## src/rtl/core/cgbw_pkg.sv

```systemverilog
// Package for the clipped glyph blit writer: widths, register indexes,
// the depth code and the structs passed between the pipeline modules.
// Depends on nothing; every other file of the block uses it.
package cgbw_pkg;

    // Largest screen side and glyph side that the block handles.
    localparam int MAX_SCREEN_SIDE = 4096;
    localparam int MAX_GLYPH_SIDE  = 256;

    // Fixed field widths of the ports.
    localparam int CFG_W       = 13;   // widest register, origins and screen sides
    localparam int GLYPH_CFG_W = 9;    // glyph size registers
    localparam int BPP_W       = 6;    // depth register
    localparam int IDX_W       = 3;    // register index
    localparam int COLOR_W     = 32;
    localparam int ADDR_W      = 26;
    localparam int BYTES_W     = 3;

    // Internal widths.
    localparam int SIDE_W  = $clog2(MAX_SCREEN_SIDE) + 1;  // clamped screen side
    localparam int POS_W   = $clog2(MAX_SCREEN_SIDE);      // on-screen coordinate
    localparam int GSIDE_W = $clog2(MAX_GLYPH_SIDE) + 1;   // clamped glyph side
    localparam int CNT_W   = $clog2(MAX_GLYPH_SIDE);       // column and row counters
    localparam int COORD_W = CFG_W + 1;                    // origin plus counter, signed

    // Supported depths in bits per pixel.
    localparam logic [BPP_W-1:0] BPP_8  = BPP_W'(8);
    localparam logic [BPP_W-1:0] BPP_16 = BPP_W'(16);
    localparam logic [BPP_W-1:0] BPP_32 = BPP_W'(32);

    typedef enum logic [IDX_W-1:0] {
        REG_ORIGIN_X      = 3'd0,
        REG_ORIGIN_Y      = 3'd1,
        REG_GLYPH_WIDTH   = 3'd2,
        REG_GLYPH_ROWS    = 3'd3,
        REG_SCREEN_WIDTH  = 3'd4,
        REG_SCREEN_HEIGHT = 3'd5,
        REG_BITS_PER_PIX  = 3'd6
    } t_reg_idx;

    typedef enum logic [1:0] {
        DEPTH_8,
        DEPTH_16,
        DEPTH_32,
        DEPTH_NONE
    } t_depth;

    // Configuration as the datapath sees it: sides already clamped.
    typedef struct packed {
        logic [CFG_W-1:0]   origin_x;
        logic [CFG_W-1:0]   origin_y;
        logic [GSIDE_W-1:0] glyph_width;
        logic [GSIDE_W-1:0] glyph_rows;
        logic [SIDE_W-1:0]  screen_width;
        logic [SIDE_W-1:0]  screen_height;
        t_depth             depth;
    } t_cfg;

    // One pixel after the position stage.
    typedef struct packed {
        logic [COLOR_W-1:0] color;
        logic               we;
        logic [POS_W-1:0]   x;
        logic [POS_W-1:0]   y;
        logic               done;
    } t_pix;

endpackage

```

## src/rtl/core/cgbw_if.sv

```systemverilog
// Channel interfaces of the clipped glyph blit writer: pixel input,
// framebuffer write output and register write port. Depends on cgbw_pkg.
interface cgbw_in_if;
    logic                           valid;
    logic                           ready;
    logic [cgbw_pkg::COLOR_W-1:0]   pixel_color;

    modport source (output valid, output pixel_color, input ready);
    modport sink   (input valid, input pixel_color, output ready);
endinterface

interface cgbw_out_if;
    logic                           valid;
    logic                           ready;
    logic                           write_enable;
    logic [cgbw_pkg::ADDR_W-1:0]    write_address;
    logic [cgbw_pkg::COLOR_W-1:0]   write_data;
    logic [cgbw_pkg::BYTES_W-1:0]   write_bytes;
    logic                           glyph_done;

    modport source (output valid, output write_enable, output write_address,
                    output write_data, output write_bytes, output glyph_done,
                    input ready);
    modport sink   (input valid, input write_enable, input write_address,
                    input write_data, input write_bytes, input glyph_done,
                    output ready);
endinterface

interface cgbw_cfg_if;
    logic                           valid;
    logic                           ready;
    logic [cgbw_pkg::IDX_W-1:0]     index;
    logic [cgbw_pkg::CFG_W-1:0]     data;

    modport source (output valid, output index, output data, input ready);
    modport sink   (input valid, input index, input data, output ready);
endinterface

```

## src/rtl/core/clipped_glyph_blit_writer_unit.sv

```systemverilog
// Top level of the clipped glyph blit writer: register file, position stage
// and write stage. Depends on cgbw_pkg, cgbw_if, cgbw_cfg, cgbw_pos and cgbw_wr.
//
// The block turns a stream of glyph pixels, given in raster order on i_pix,
// into framebuffer write words on o_wr. Each accepted pixel word yields
// exactly one write word: the byte offset, the data packed for the depth,
// the byte count, a write enable that is low for clipped pixels or an
// unsupported depth, and glyph_done on the last pixel of the glyph.
// Registers are written through i_cfg, which is always ready; they should
// only be changed while no pixel is in flight.
// An accepted pixel sits in the position register, and its write word is then
// registered in the output register, which drives o_wr. The block takes one
// pixel per cycle while o_wr.ready stays high; the y * screen_width multiplier
// of the write stage is the longest path.
// When the receiver stalls, the write word is held in the output register and
// the position register can still take one more pixel before i_pix.ready
// falls. Reset clears the counters, the stage valid bits and the registers
// to their defaults (origin 0, sides 1, 32 bits per pixel).
module clipped_glyph_blit_writer_unit (
    input  logic        i_clk,
    input  logic        i_rst_n,
    cgbw_in_if.sink     i_pix,
    cgbw_cfg_if.sink    i_cfg,
    cgbw_out_if.source  o_wr
);
    import cgbw_pkg::*;

    t_cfg cfg;
    t_pix s1;
    logic s1_valid;
    logic s2_ready;

    // Register file: holds the clamped sides and the decoded depth.
    cgbw_cfg u_cfg (
        .i_clk    (i_clk),
        .i_rst_n  (i_rst_n),
        .i_cfg_wr (i_cfg),
        .o_cfg    (cfg)
    );

    // First stage: counters, screen position and clipping.
    cgbw_pos u_pos (
        .i_clk      (i_clk),
        .i_rst_n    (i_rst_n),
        .i_cfg      (cfg),
        .i_pix      (i_pix),
        .i_s2_ready (s2_ready),
        .o_s1_valid (s1_valid),
        .o_s1       (s1)
    );

    // Second stage: byte offset and pixel packing into the output register.
    cgbw_wr u_wr (
        .i_clk      (i_clk),
        .i_rst_n    (i_rst_n),
        .i_cfg      (cfg),
        .i_s1_valid (s1_valid),
        .i_s1       (s1),
        .o_s2_ready (s2_ready),
        .o_wr       (o_wr)
    );

endmodule

```

## src/rtl/core/cgbw_cfg.sv

```systemverilog
// Register file of the clipped glyph blit writer; sides are clamped and the
// depth decoded as each word is written. Depends on cgbw_pkg and cgbw_if.
module cgbw_cfg (
    input  logic            i_clk,
    input  logic            i_rst_n,
    cgbw_cfg_if.sink        i_cfg_wr,
    output cgbw_pkg::t_cfg  o_cfg
);
    import cgbw_pkg::*;

    t_cfg r_cfg;
    t_cfg n_cfg;
    logic wr_fire;

    function automatic logic [GSIDE_W-1:0] clamp_glyph(input logic [GLYPH_CFG_W-1:0] raw);
        logic [GSIDE_W-1:0] res;
        if (raw == '0) begin
            res = GSIDE_W'(1);
        end else if (32'(raw) > 32'(MAX_GLYPH_SIDE)) begin
            res = GSIDE_W'(MAX_GLYPH_SIDE);
        end else begin
            res = GSIDE_W'(raw);
        end
        return res;
    endfunction

    function automatic logic [SIDE_W-1:0] clamp_screen(input logic [CFG_W-1:0] raw);
        logic [SIDE_W-1:0] res;
        if (raw == '0) begin
            res = SIDE_W'(1);
        end else if (32'(raw) > 32'(MAX_SCREEN_SIDE)) begin
            res = SIDE_W'(MAX_SCREEN_SIDE);
        end else begin
            res = SIDE_W'(raw);
        end
        return res;
    endfunction

    function automatic t_depth decode_depth(input logic [BPP_W-1:0] raw);
        t_depth res;
        if (raw == BPP_8) begin
            res = DEPTH_8;
        end else if (raw == BPP_16) begin
            res = DEPTH_16;
        end else if (raw == BPP_32) begin
            res = DEPTH_32;
        end else begin
            res = DEPTH_NONE;
        end
        return res;
    endfunction

    assign i_cfg_wr.ready = 1'b1;
    assign wr_fire        = i_cfg_wr.valid && i_cfg_wr.ready;

    always_comb begin
        n_cfg = r_cfg;
        if (wr_fire) begin
            unique case (i_cfg_wr.index)
                REG_ORIGIN_X:      n_cfg.origin_x      = i_cfg_wr.data;
                REG_ORIGIN_Y:      n_cfg.origin_y      = i_cfg_wr.data;
                REG_GLYPH_WIDTH:   n_cfg.glyph_width   =
                    clamp_glyph(i_cfg_wr.data[GLYPH_CFG_W-1:0]);
                REG_GLYPH_ROWS:    n_cfg.glyph_rows    =
                    clamp_glyph(i_cfg_wr.data[GLYPH_CFG_W-1:0]);
                REG_SCREEN_WIDTH:  n_cfg.screen_width  = clamp_screen(i_cfg_wr.data);
                REG_SCREEN_HEIGHT: n_cfg.screen_height = clamp_screen(i_cfg_wr.data);
                REG_BITS_PER_PIX:  n_cfg.depth         =
                    decode_depth(i_cfg_wr.data[BPP_W-1:0]);
                default:           n_cfg = r_cfg;
            endcase
        end
    end

    always_ff @(posedge i_clk) begin
        if (!i_rst_n) begin
            r_cfg.origin_x      <= '0;
            r_cfg.origin_y      <= '0;
            r_cfg.glyph_width   <= GSIDE_W'(1);
            r_cfg.glyph_rows    <= GSIDE_W'(1);
            r_cfg.screen_width  <= SIDE_W'(1);
            r_cfg.screen_height <= SIDE_W'(1);
            r_cfg.depth         <= DEPTH_32;
        end else begin
            r_cfg <= n_cfg;
        end
    end

    assign o_cfg = r_cfg;

endmodule

```

## src/rtl/core/cgbw_pos.sv

```systemverilog
// Position stage: column and row counters, screen position, clipping and
// the end-of-row and end-of-glyph flags. Depends on cgbw_pkg and cgbw_if.
module cgbw_pos (
    input  logic            i_clk,
    input  logic            i_rst_n,
    input  cgbw_pkg::t_cfg  i_cfg,
    cgbw_in_if.sink         i_pix,
    input  logic            i_s2_ready,
    output logic            o_s1_valid,
    output cgbw_pkg::t_pix  o_s1
);
    import cgbw_pkg::*;

    logic [CNT_W-1:0]   r_col;
    logic [CNT_W-1:0]   r_row;
    logic               r_s1_valid;
    t_pix               r_s1;
    logic [CNT_W-1:0]   n_col;
    logic [CNT_W-1:0]   n_row;
    logic               n_s1_valid;
    t_pix               n_s1;

    logic               accept;
    logic [CNT_W:0]     col_inc;
    logic [CNT_W:0]     row_inc;
    logic               row_end;
    logic               done;
    logic [COORD_W-1:0] x;
    logic [COORD_W-1:0] y;
    logic               on_x;
    logic               on_y;

    assign i_pix.ready = !r_s1_valid || i_s2_ready;
    assign accept      = i_pix.valid && i_pix.ready;

    // A counter at or past the glyph side also counts as at its end, so a width that
    // shrinks mid-glyph ends the row at once, and fewer rows end the glyph with the row.
    assign col_inc = {1'b0, r_col} + (CNT_W + 1)'(1);
    assign row_inc = {1'b0, r_row} + (CNT_W + 1)'(1);
    assign row_end = GSIDE_W'(col_inc) >= i_cfg.glyph_width;
    assign done    = row_end && (GSIDE_W'(row_inc) >= i_cfg.glyph_rows);

    assign x = {i_cfg.origin_x[CFG_W-1], i_cfg.origin_x} + COORD_W'(r_col);
    assign y = {i_cfg.origin_y[CFG_W-1], i_cfg.origin_y} + COORD_W'(r_row);

    assign on_x = !x[COORD_W-1] && (32'(x) < 32'(i_cfg.screen_width));
    assign on_y = !y[COORD_W-1] && (32'(y) < 32'(i_cfg.screen_height));

    always_comb begin
        n_s1.color = i_pix.pixel_color;
        n_s1.we    = on_x && on_y && (i_cfg.depth != DEPTH_NONE);
        n_s1.x     = x[POS_W-1:0];
        n_s1.y     = y[POS_W-1:0];
        n_s1.done  = done;
    end

    always_comb begin
        n_col = r_col;
        n_row = r_row;
        if (accept) begin
            if (done) begin
                n_col = '0;
                n_row = '0;
            end else if (row_end) begin
                n_col = '0;
                n_row = row_inc[CNT_W-1:0];
            end else begin
                n_col = col_inc[CNT_W-1:0];
            end
        end
    end

    always_comb begin
        if (accept) begin
            n_s1_valid = 1'b1;
        end else if (i_s2_ready) begin
            n_s1_valid = 1'b0;
        end else begin
            n_s1_valid = r_s1_valid;
        end
    end

    always_ff @(posedge i_clk) begin
        if (!i_rst_n) begin
            r_col      <= '0;
            r_row      <= '0;
            r_s1_valid <= 1'b0;
        end else begin
            r_col      <= n_col;
            r_row      <= n_row;
            r_s1_valid <= n_s1_valid;
        end
    end

    always_ff @(posedge i_clk) begin
        if (accept) begin
            r_s1 <= n_s1;
        end
    end

    assign o_s1_valid = r_s1_valid;
    assign o_s1       = r_s1;

`ifndef ASSERT_OFF
    a_done_clears: assert property (@(posedge i_clk) disable iff (!i_rst_n)
        accept && done |=> (r_col == '0) && (r_row == '0))
        else $error("counters not cleared after the last pixel of a glyph");

    a_col_steps: assert property (@(posedge i_clk) disable iff (!i_rst_n)
        accept && !row_end |=> (r_col == $past(col_inc[CNT_W-1:0])) && $stable(r_row))
        else $error("column counter did not step within a row");

    a_stall_holds: assert property (@(posedge i_clk) disable iff (!i_rst_n)
        r_s1_valid && !i_s2_ready |=> r_s1_valid && $stable(r_s1))
        else $error("position stage lost or changed a stalled pixel");
`endif

endmodule

```

## src/rtl/core/cgbw_wr.sv

```systemverilog
// Write stage: byte offset from the clipped position, pixel packing by depth
// and the output register of the write channel. Depends on cgbw_pkg and cgbw_if.
module cgbw_wr (
    input  logic            i_clk,
    input  logic            i_rst_n,
    input  cgbw_pkg::t_cfg  i_cfg,
    input  logic            i_s1_valid,
    input  cgbw_pkg::t_pix  i_s1,
    output logic            o_s2_ready,
    cgbw_out_if.source      o_wr
);
    import cgbw_pkg::*;

    localparam int PROD_W = POS_W + SIDE_W;
    localparam int LIN_W  = PROD_W + 1;

    logic                   r_valid;
    logic                   r_we;
    logic [ADDR_W-1:0]      r_addr;
    logic [COLOR_W-1:0]     r_data;
    logic [BYTES_W-1:0]     r_bytes;
    logic                   r_done;
    logic                   n_valid;
    logic [ADDR_W-1:0]      n_addr;
    logic [COLOR_W-1:0]     n_data;
    logic [BYTES_W-1:0]     n_bytes;

    logic                   load;
    logic [PROD_W-1:0]      prod;
    logic [LIN_W-1:0]       lin;

    assign o_s2_ready = !r_valid || o_wr.ready;
    assign load       = i_s1_valid && o_s2_ready;

    // Pixel index in the framebuffer; the depth turns it into bytes by a shift.
    assign prod = PROD_W'(i_s1.y) * PROD_W'(i_cfg.screen_width);
    assign lin  = LIN_W'(prod) + LIN_W'(i_s1.x);

    always_comb begin
        n_addr  = '0;
        n_data  = '0;
        n_bytes = BYTES_W'(1);
        if (i_s1.we) begin
            case (i_cfg.depth)
                DEPTH_8: begin
                    n_addr  = ADDR_W'(lin);
                    n_data  = COLOR_W'(i_s1.color[7:0]);
                    n_bytes = BYTES_W'(1);
                end
                DEPTH_16: begin
                    n_addr  = ADDR_W'({lin, 1'b0});
                    n_data  = COLOR_W'({i_s1.color[23:19], i_s1.color[15:10],
                                        i_s1.color[7:3]});
                    n_bytes = BYTES_W'(2);
                end
                DEPTH_32: begin
                    n_addr  = ADDR_W'({lin, 2'b00});
                    n_data  = i_s1.color;
                    n_bytes = BYTES_W'(4);
                end
                default: begin
                    n_addr  = '0;
                    n_data  = '0;
                    n_bytes = BYTES_W'(1);
                end
            endcase
        end
    end

    always_comb begin
        if (load) begin
            n_valid = 1'b1;
        end else if (o_wr.ready) begin
            n_valid = 1'b0;
        end else begin
            n_valid = r_valid;
        end
    end

    always_ff @(posedge i_clk) begin
        if (!i_rst_n) begin
            r_valid <= 1'b0;
        end else begin
            r_valid <= n_valid;
        end
    end

    always_ff @(posedge i_clk) begin
        if (load) begin
            r_we    <= i_s1.we;
            r_addr  <= n_addr;
            r_data  <= n_data;
            r_bytes <= n_bytes;
            r_done  <= i_s1.done;
        end
    end

    assign o_wr.valid         = r_valid;
    assign o_wr.write_enable  = r_we;
    assign o_wr.write_address = r_addr;
    assign o_wr.write_data    = r_data;
    assign o_wr.write_bytes   = r_bytes;
    assign o_wr.glyph_done    = r_done;

`ifndef ASSERT_OFF
    a_idle_word: assert property (@(posedge i_clk) disable iff (!i_rst_n)
        r_valid && !r_we |-> (r_addr == '0) && (r_data == '0) && (r_bytes == BYTES_W'(1)))
        else $error("disabled write carries a non-zero address, data or size");

    a_bytes_legal: assert property (@(posedge i_clk) disable iff (!i_rst_n)
        r_valid && r_we |-> (r_bytes == BYTES_W'(1)) || (r_bytes == BYTES_W'(2))
                            || (r_bytes == BYTES_W'(4)))
        else $error("enabled write with an illegal byte count");

    a_load_shows: assert property (@(posedge i_clk) disable iff (!i_rst_n)
        load |=> r_valid)
        else $error("write stage dropped a loaded pixel");

    a_565_high_clear: assert property (@(posedge i_clk) disable iff (!i_rst_n)
        r_valid && r_we && (r_bytes == BYTES_W'(2)) |-> (r_data[COLOR_W-1:16] == '0))
        else $error("16 bpp write with data above the low half-word");
`endif

endmodule
```

## src/flat_wrapper.sv

```systemverilog
// flat-port wrapper written by rule: the top's interface ports become plain ports
module clipped_glyph_blit_writer_unit_flat import cgbw_pkg::*;
  (i_clk, i_rst_n, i_pix_valid, i_pix_pixel_color, i_pix_ready, i_cfg_valid, i_cfg_index, i_cfg_data, i_cfg_ready, o_wr_valid, o_wr_write_enable, o_wr_write_address, o_wr_write_data, o_wr_write_bytes, o_wr_glyph_done, o_wr_ready);
  cgbw_in_if i_pix_i ();
  cgbw_cfg_if i_cfg_i ();
  cgbw_out_if o_wr_i ();
  input  logic i_clk;
  input  logic i_rst_n;
  input wire logic [$bits(i_pix_i.valid)-1:0] i_pix_valid;
  input wire logic [$bits(i_pix_i.pixel_color)-1:0] i_pix_pixel_color;
  output wire logic [$bits(i_pix_i.ready)-1:0] i_pix_ready;
  input wire logic [$bits(i_cfg_i.valid)-1:0] i_cfg_valid;
  input wire logic [$bits(i_cfg_i.index)-1:0] i_cfg_index;
  input wire logic [$bits(i_cfg_i.data)-1:0] i_cfg_data;
  output wire logic [$bits(i_cfg_i.ready)-1:0] i_cfg_ready;
  output wire logic [$bits(o_wr_i.valid)-1:0] o_wr_valid;
  output wire logic [$bits(o_wr_i.write_enable)-1:0] o_wr_write_enable;
  output wire logic [$bits(o_wr_i.write_address)-1:0] o_wr_write_address;
  output wire logic [$bits(o_wr_i.write_data)-1:0] o_wr_write_data;
  output wire logic [$bits(o_wr_i.write_bytes)-1:0] o_wr_write_bytes;
  output wire logic [$bits(o_wr_i.glyph_done)-1:0] o_wr_glyph_done;
  input wire logic [$bits(o_wr_i.ready)-1:0] o_wr_ready;
  assign i_pix_i.valid = i_pix_valid;
  assign i_pix_i.pixel_color = i_pix_pixel_color;
  assign i_pix_ready = i_pix_i.ready;
  assign i_cfg_i.valid = i_cfg_valid;
  assign i_cfg_i.index = i_cfg_index;
  assign i_cfg_i.data = i_cfg_data;
  assign i_cfg_ready = i_cfg_i.ready;
  assign o_wr_valid = o_wr_i.valid;
  assign o_wr_write_enable = o_wr_i.write_enable;
  assign o_wr_write_address = o_wr_i.write_address;
  assign o_wr_write_data = o_wr_i.write_data;
  assign o_wr_write_bytes = o_wr_i.write_bytes;
  assign o_wr_glyph_done = o_wr_i.glyph_done;
  assign o_wr_i.ready = o_wr_ready;
  clipped_glyph_blit_writer_unit u_core (.i_clk(i_clk), .i_rst_n(i_rst_n), .i_pix(i_pix_i), .i_cfg(i_cfg_i), .o_wr(o_wr_i));
endmodule
```

## config.mk

```make
export PLATFORM = sky130hd
export DESIGN_NAME = clipped_glyph_blit_writer_unit_flat
export DESIGN_NICKNAME = d
export VERILOG_FILES = /design/src/rtl/core/cgbw_pkg.sv /design/src/rtl/core/cgbw_if.sv /design/src/rtl/core/clipped_glyph_blit_writer_unit.sv /design/src/rtl/core/cgbw_cfg.sv /design/src/rtl/core/cgbw_pos.sv /design/src/rtl/core/cgbw_wr.sv /design/src/flat_wrapper.sv
export SDC_FILE = /design/constraint.sdc
export NUM_CORES = 1
export LEC_CHECK = 0
export ABC_AREA = 1
export BUFFER_PORTS_ARGS = -buffer_cell sky130_fd_sc_hd__buf_4
export CAP_MARGIN = 15
export CORE_MARGIN = 3
export CORE_UTILIZATION = 35
export CTS_BUF_LIST = sky130_fd_sc_hd__clkbuf_4
export CTS_CLUSTER_DIAMETER = 120
export DETAILED_ROUTE_END_ITERATION = 10
export PLACE_DENSITY = 0.56
export SYNTH_ARGS = -nofsm -noshare
export SYNTH_HDL_FRONTEND = slang
export SYNTH_HIERARCHICAL = 1
export SYNTH_SLANG_ARGS = --single-unit
```

## constraint.sdc

```tcl
create_clock -name i_clk -period 5.9 [get_ports i_clk]
set_clock_uncertainty 0.1 [all_clocks]
set_input_delay 1.18 -clock i_clk [delete_from_list [all_inputs] [get_ports i_clk]]
set_output_delay 1.18 -clock i_clk [all_outputs]
set_load 0.1 [all_outputs]
```

# Word-level counts from Yosys, hierarchy flattened
# Cells that the tools add are included.
[totals] ff_bits=211 input_bits=53 output_inout_bits=66 elab_cells=91
[op_classes] n_addsub=5 multipliers=1 magnitude_cmp=6 n_eq_ne=12 mux=18 n_reduce_logical=28
[op_table] cell="32-bit case mux with 3 select lines" count=1
[op_table] cell="26-bit case mux with 3 select lines" count=1
[op_table] cell="8-bit 2-to-1 mux" count=4
[op_table] cell="13-bit by 9-bit adder with 14-bit output" count=2
[op_table] cell="14-bit by 13-bit < comparator with 1-bit output" count=2
[op_table] cell="25-bit by 12-bit adder with 26-bit output" count=1
[op_table] cell="13-bit 2-to-1 mux" count=2
[op_table] cell="12-bit by 13-bit multiplier with 25-bit output" count=1
[op_table] cell="8-bit by 1-bit adder with 9-bit output, second input constant" count=2
[op_table] cell="9-bit greater-or-equal comparator" count=2
[op_table] cell="9-bit 2-to-1 mux" count=2
[op_table] cell="2-bit AND reduction" count=8
[op_table] cell="13-bit > comparator, second input constant" count=1
[op_table] cell="13-bit zero test" count=1
[op_table] cell="3-bit == test, second input constant" count=3
[op_table] cell="9-bit > comparator, second input constant" count=1
[op_table] cell="9-bit zero test" count=1
[op_table] cell="1-bit logical AND" count=7
[op_table] cell="3-bit by 2-bit == test with 1-bit output, second input constant" count=2
[op_table] cell="6-bit by 4-bit == test with 1-bit output, second input constant" count=1
[op_table] cell="6-bit by 5-bit == test with 1-bit output, second input constant" count=1
[op_table] cell="6-bit == test, second input constant" count=1
[op_table] cell="3-bit case mux with 2 select lines" count=1
[op_table] cell="2-bit nonzero test" count=3
[op_table] cell="other kinds (10)" count=19

# Depth between registers and ports, before layout
[logic_depth] word_depth=5 depth_mapped=26 mapped_depth_nobuf=25

# Cells and area by module
# The synthesis kept the hierarchy.
[by_module_without_submodules] module="cgbw_wr" instances=1 cells_per_inst=1275 area_each_um2=9491.6 seq_area_each_um2=1911.8
[by_module_without_submodules] module="cgbw_pos" instances=1 cells_per_inst=509 area_each_um2=4745.8 seq_area_each_um2=2082.0
[by_module_without_submodules] module="cgbw_cfg" instances=1 cells_per_inst=324 area_each_um2=2641.3 seq_area_each_um2=1441.4

# Worst setup path after synthesis
# No wires, ideal clock.
[synth_path] kind="reg-to-reg" start="reg u_core.u_pos.r_s1 (netlist bit u_core/u_pos/o_s1[1])" end="reg u_core.u_wr.r_addr[15], in the netlist u_core/u_wr/o_wr.write_address[15] (data pin)" setup_time_ns=0.249 t_arrival_ns=4.685 required_time_ns=5.551 slack_ns=0.865 path_stages_with_launch=25 path_buffers=1 synth_period_minus_slack_ns=5.035 path_cell_list="edfxtp_1 -> clkbuf_1 -> nand2_1 -> inv_1 -> fa_1 -> inv_1 -> fa_1 -> inv_1 -> fa_1 -> fa_1 -> inv_1 -> fa_1 -> inv_1 -> ha_1 -> nand2_1 -> inv_1 -> nand2_2 -> nand2_1 -> nand2_1 -> nand3_2 -> or2_2 -> nand3_1 -> nand3_1 -> nand2_1 -> inv_1"
[synth_between] elab_chain_len=3
[synth_lines] item="start, declared" line_no="cgbw_pos.sv:17" source="t_pix r_s1;"
[synth_lines] item="start signal, assigned" line_no="cgbw_pos.sv:97" source="r_s1 <= n_s1;"
[synth_lines] item="12-bit by 13-bit multiplier with 25-bit output" line_no="cgbw_wr.sv:36" source="assign prod = PROD_W'(i_s1.y) * PROD_W'(i_cfg.screen_width);"
[synth_lines] item="25-bit by 12-bit adder with 26-bit output" line_no="cgbw_wr.sv:37" source="assign lin = LIN_W'(prod) + LIN_W'(i_s1.x);"
[synth_lines] item="26-bit case mux with 3 select lines" line_no="cgbw_wr.sv:44" source="case (i_cfg.depth)"
[synth_lines] item="end signal, assigned" line_no="cgbw_wr.sv:91" source="r_addr <= n_addr;"
[synth_lines] item="end, declared" line_no="cgbw_wr.sv:19" source="logic [ADDR_W-1:0] r_addr;"
# Every way passes these cells.
# A chain may end at the register's enable or synchronous reset.

# Worst setup path in the final report
[layout_path] start="reg u_core.u_pos.r_s1 (netlist bit u_core/u_pos/o_s1[1])" end="reg u_core.u_wr.r_addr[13], in the netlist u_core/u_wr/o_wr.write_address[13] (data pin)"
# Same word-level chain as after synthesis.

==> flow_metrics.tcl <==
set metrics [dict create \
    status "complete, no violations" \
    dr.pass1.iters 6 \
    ys_async_sr_fraction_pct 0 \
    ioPinCount 119 \
    antenna_found_initial 0 \
    crit_path_start_kind "register" \
    fin_nets 2560 \
    core_um2 47100 \
    drive_gt1_share_pct 12.9 \
    grt_usage_pct 16.5 \
    power_frac_comb_pct 28.3 \
    cts_sinks 211 \
    ant_nets 0 \
    chipHeight_um 226 \
    worstSetupPathType "register to register" \
    htree_levels 2 \
    finalSetupViolCount 0 \
    postCtsHoldBufs 0 \
    synth_seq_cells 211 \
    synth_area_leaders "edfxtp_1 (22%), fa_1 (15%), inv_1 (12%)" \
    routed_via_density 4.66 \
    clkPwrFrac_pct 30.3 \
    seq_power_share_pct 41.4 \
    synth_area_per_cell_um2 8.01 \
    drv_slew 0 \
    die_x_um 226 \
    cts_resized 0 \
    yosys_warnings 6 \
    synth_top_cell_by_area "edfxtp_1" \
    clk_latency_ps 720 \
    ys_types 53 \
    arrival_ps 5730 \
    grt_pass1_wl_um 68500 \
    synth_top_area_share_pct 21.5 \
    wl_um 41500 \
    initial_core_util_pct 35.9 \
    drtIter0Drc 840 \
    max_freq_mhz 185 \
    gp_congestion 0.877 \
    grt_pass1_vias 13700 \
    vdd_drop_max_v 0.000110 \
    finalHoldViolations 0 \
    area.growth.synth_to_final_pct 13.3 \
    p_leak_nw 10.1 \
    synth_area_um2 16900 \
    p_switching_mw 1.49 \
    hpwl_um 33100 \
    layout_commonest_cell "inv_1" \
    cts_tree "yes" \
    synth_edf_count 121 \
    dieArea_um2 50900 \
    place_ws_ps 480 \
    finalCritPeriodShare_pct 91.4 \
    drc_errors 0 \
    end_kind "register" \
    path_max_fanout 13 \
    netlist_instances 2108 \
    rsz0062_at_grt "no" \
    worstMarginPinSlew_ps 1100 \
    maxCapViolations 0 \
    p_sw_share_pct 35.9 \
    hp-class "register to register" \
    rows 79 \
    final.setup.tns_ps 0 \
    cts_made_buffers 55 \
    p_int_mw 2.66 \
    slew_headroom_pct 26.6 \
    yosysSeqAreaShare_pct 32.2 \
    syn-num-nets 2424 \
    period_needed_ps 5390 \
    root_buffer "clkbuf_4" \
    final_cell_mix "inv_1 (519), nand2_1 (503), buf_4 (141)" \
    clk_path_buf_depth 3 \
    antenna_cells 0 \
    path_clk_slew_ps 70 \
    crit_required_ps 6240 \
    grt_max_degree 77 \
    worst_slack_ps 508 \
    num_vias 13500 \
    post-cts-setup-buffers 0 \
    holdWs_ps 384 \
    cellPowerDensity_nw_per_um2 217 \
    grt_overflow 0 \
    drt-wirelength-per-cell_um 14.4 \
    ys.flop_type "edfxtp_1" \
    portBuffers 117 \
]
-- Yosys cell counts (2+ instances only) --
cell      number
nor2_1        81
o21ai_0       80
buf_1          2
edfxtp_1     121
nand4_1       12
nand2_2       19
a31oi_1        6
inv_2          4
o31ai_1        3
clkbuf_1      38
fa_1         124
a22oi_1        2
nor2_2        11
o21bai_2       2
nand3_1       83
o21ai_1        5
ha_1         139
xnor2_1       10
a21boi_0       3
buf_4          3
nand2_1      503
and2_1         4
a21o_1         2
xor2_1        30
nor2_4         5
nor3_1         9
inv_1        520
dfxtp_1       90
o22ai_1        5
a21oi_1      131
nand3_2       10
nand3b_1      10
buf_2         18
nor3_2         2
o21a_1         3
-- power groups by stage --
stage / clock [mW] / combinational [mW] / sequential (mW)
2_1_floorplan: 0 / 0.661 / 1.97
3_3_place_gp: 0 / 1.17 / 1.75
3_5_place_dp: 0 / 1.18 / 1.76
4_1_cts: 1.31 / 1.19 / 1.72
5_1_grt: 1.40 / 1.32 / 1.73
6_report: 1.26 / 1.18 / 1.72
-- cells by family after synthesis --
| family | after synthesis | synth area share (%) |
|---|---|---|
| and+or+nand+nor | 756 | 19.3 |
| buffers and inverters | 587 | 13.3 |
| adders and majority gates | 263 | 25.0 |
| AOI/OAI and AO/OA | 249 | 7.95 |
| DFF | 211 | 32.2 |
| xor gates and xnor gates | 41 | 2.17 |
| other | 1 | 0.0222 |
-- flip-flops by register name, summed over array words and instances, names as in the netlist --
register and flops:
u_core/u_cfg/o_cfg 72, u_core/u_pos/o_s1 58, u_core/u_wr/o_wr.write_data 32, u_core/u_wr/o_wr.write_address 26, u_core/u_pos/r_col 8, u_core/u_pos/r_row 8
u_core/u_wr/o_wr.write_bytes 3, u_core/u_pos/o_s1_valid 1, u_core/u_wr/o_wr.glyph_done 1, u_core/u_wr/o_wr.valid 1, u_core/u_wr/o_wr.write_enable 1
-- cell type report --
type / count / area, µm²
fill: 4868 / 27900
multi-input combinational: 1310 / 9210
sequential: 211 / 5440
inverter: 525 / 1970
timing repair buffer: 141 / 1060
tap: 607 / 759
clock buffer: 85 / 638
clock inverter: 13 / 55.1
-- routing by layer --
metal / part of all wire [%] / GRT usage [%] / vias up
met3: 4.2 / 2.87 / 70
li1: - / - / 6774
met5: 0 / 0 / -
met1: 47 / 22.3 / 6336
met2: 47 / 27.6 / 285
met4: 2.0 / 4.22 / 0
-- worst paths after layout --
kind / startpoint / end / slack, ps / depth (start not counted)
setup / recovery: u_core/u_pos/o_s1[1]$_DFFE_PP_ / u_core/u_wr/o_wr.write_address[13]$_SDFFCE_PN0P_ / 510 / 23
hold / removal: u_core/u_pos/o_s1[0]$_DFFE_PP_ / u_core/u_wr/o_wr.glyph_done$_DFFE_PP_ / 380 / 0
setup reg to reg: u_core/u_pos/o_s1[1]$_DFFE_PP_ / u_core/u_wr/o_wr.write_address[13]$_SDFFCE_PN0P_ / 510 / 23
hold reg to reg: u_core/u_pos/o_s1[0]$_DFFE_PP_ / u_core/u_wr/o_wr.glyph_done$_DFFE_PP_ / 380 / 0
-- per-stage QoR --
| stage | instance area, µm² | instances | power (mW) | utilization, % |
|---|---|---|---|---|
| 6_report | 19100 | 2892 | 4.16 | 40.7 |
| 5_1_grt | 19100 | 2892 | 4.45 | 40.7 |
| 4_1_cts | 19100 | 2892 | 4.23 | 40.7 |
| 3_5_place_dp | 18400 | 2794 | 2.94 | 39.2 |
| 3_3_place_gp | 18400 | 2794 | 2.92 | 39.2 |
| 2_1_floorplan | 16900 | 2108 | 2.63 | - |
-- critical path, stage by stage (launching register included) --
cell and delay (ps):
edfxtp_1 620, nand2_1 150, inv_1 60, fa_1 530, inv_1 50, fa_1 470
inv_1 60, fa_1 480, fa_1 540, inv_1 50, fa_1 520, inv_1 40
ha_1 360, nand2_1 160, inv_1 70, nand2_2 80, nand2_1 50, nand2_1 70
nand3_2 90, or2_2 330, nand3_1 90, nand3_1 90, nand2_1 70, inv_1 40
(Power assumes the default switching activity.)
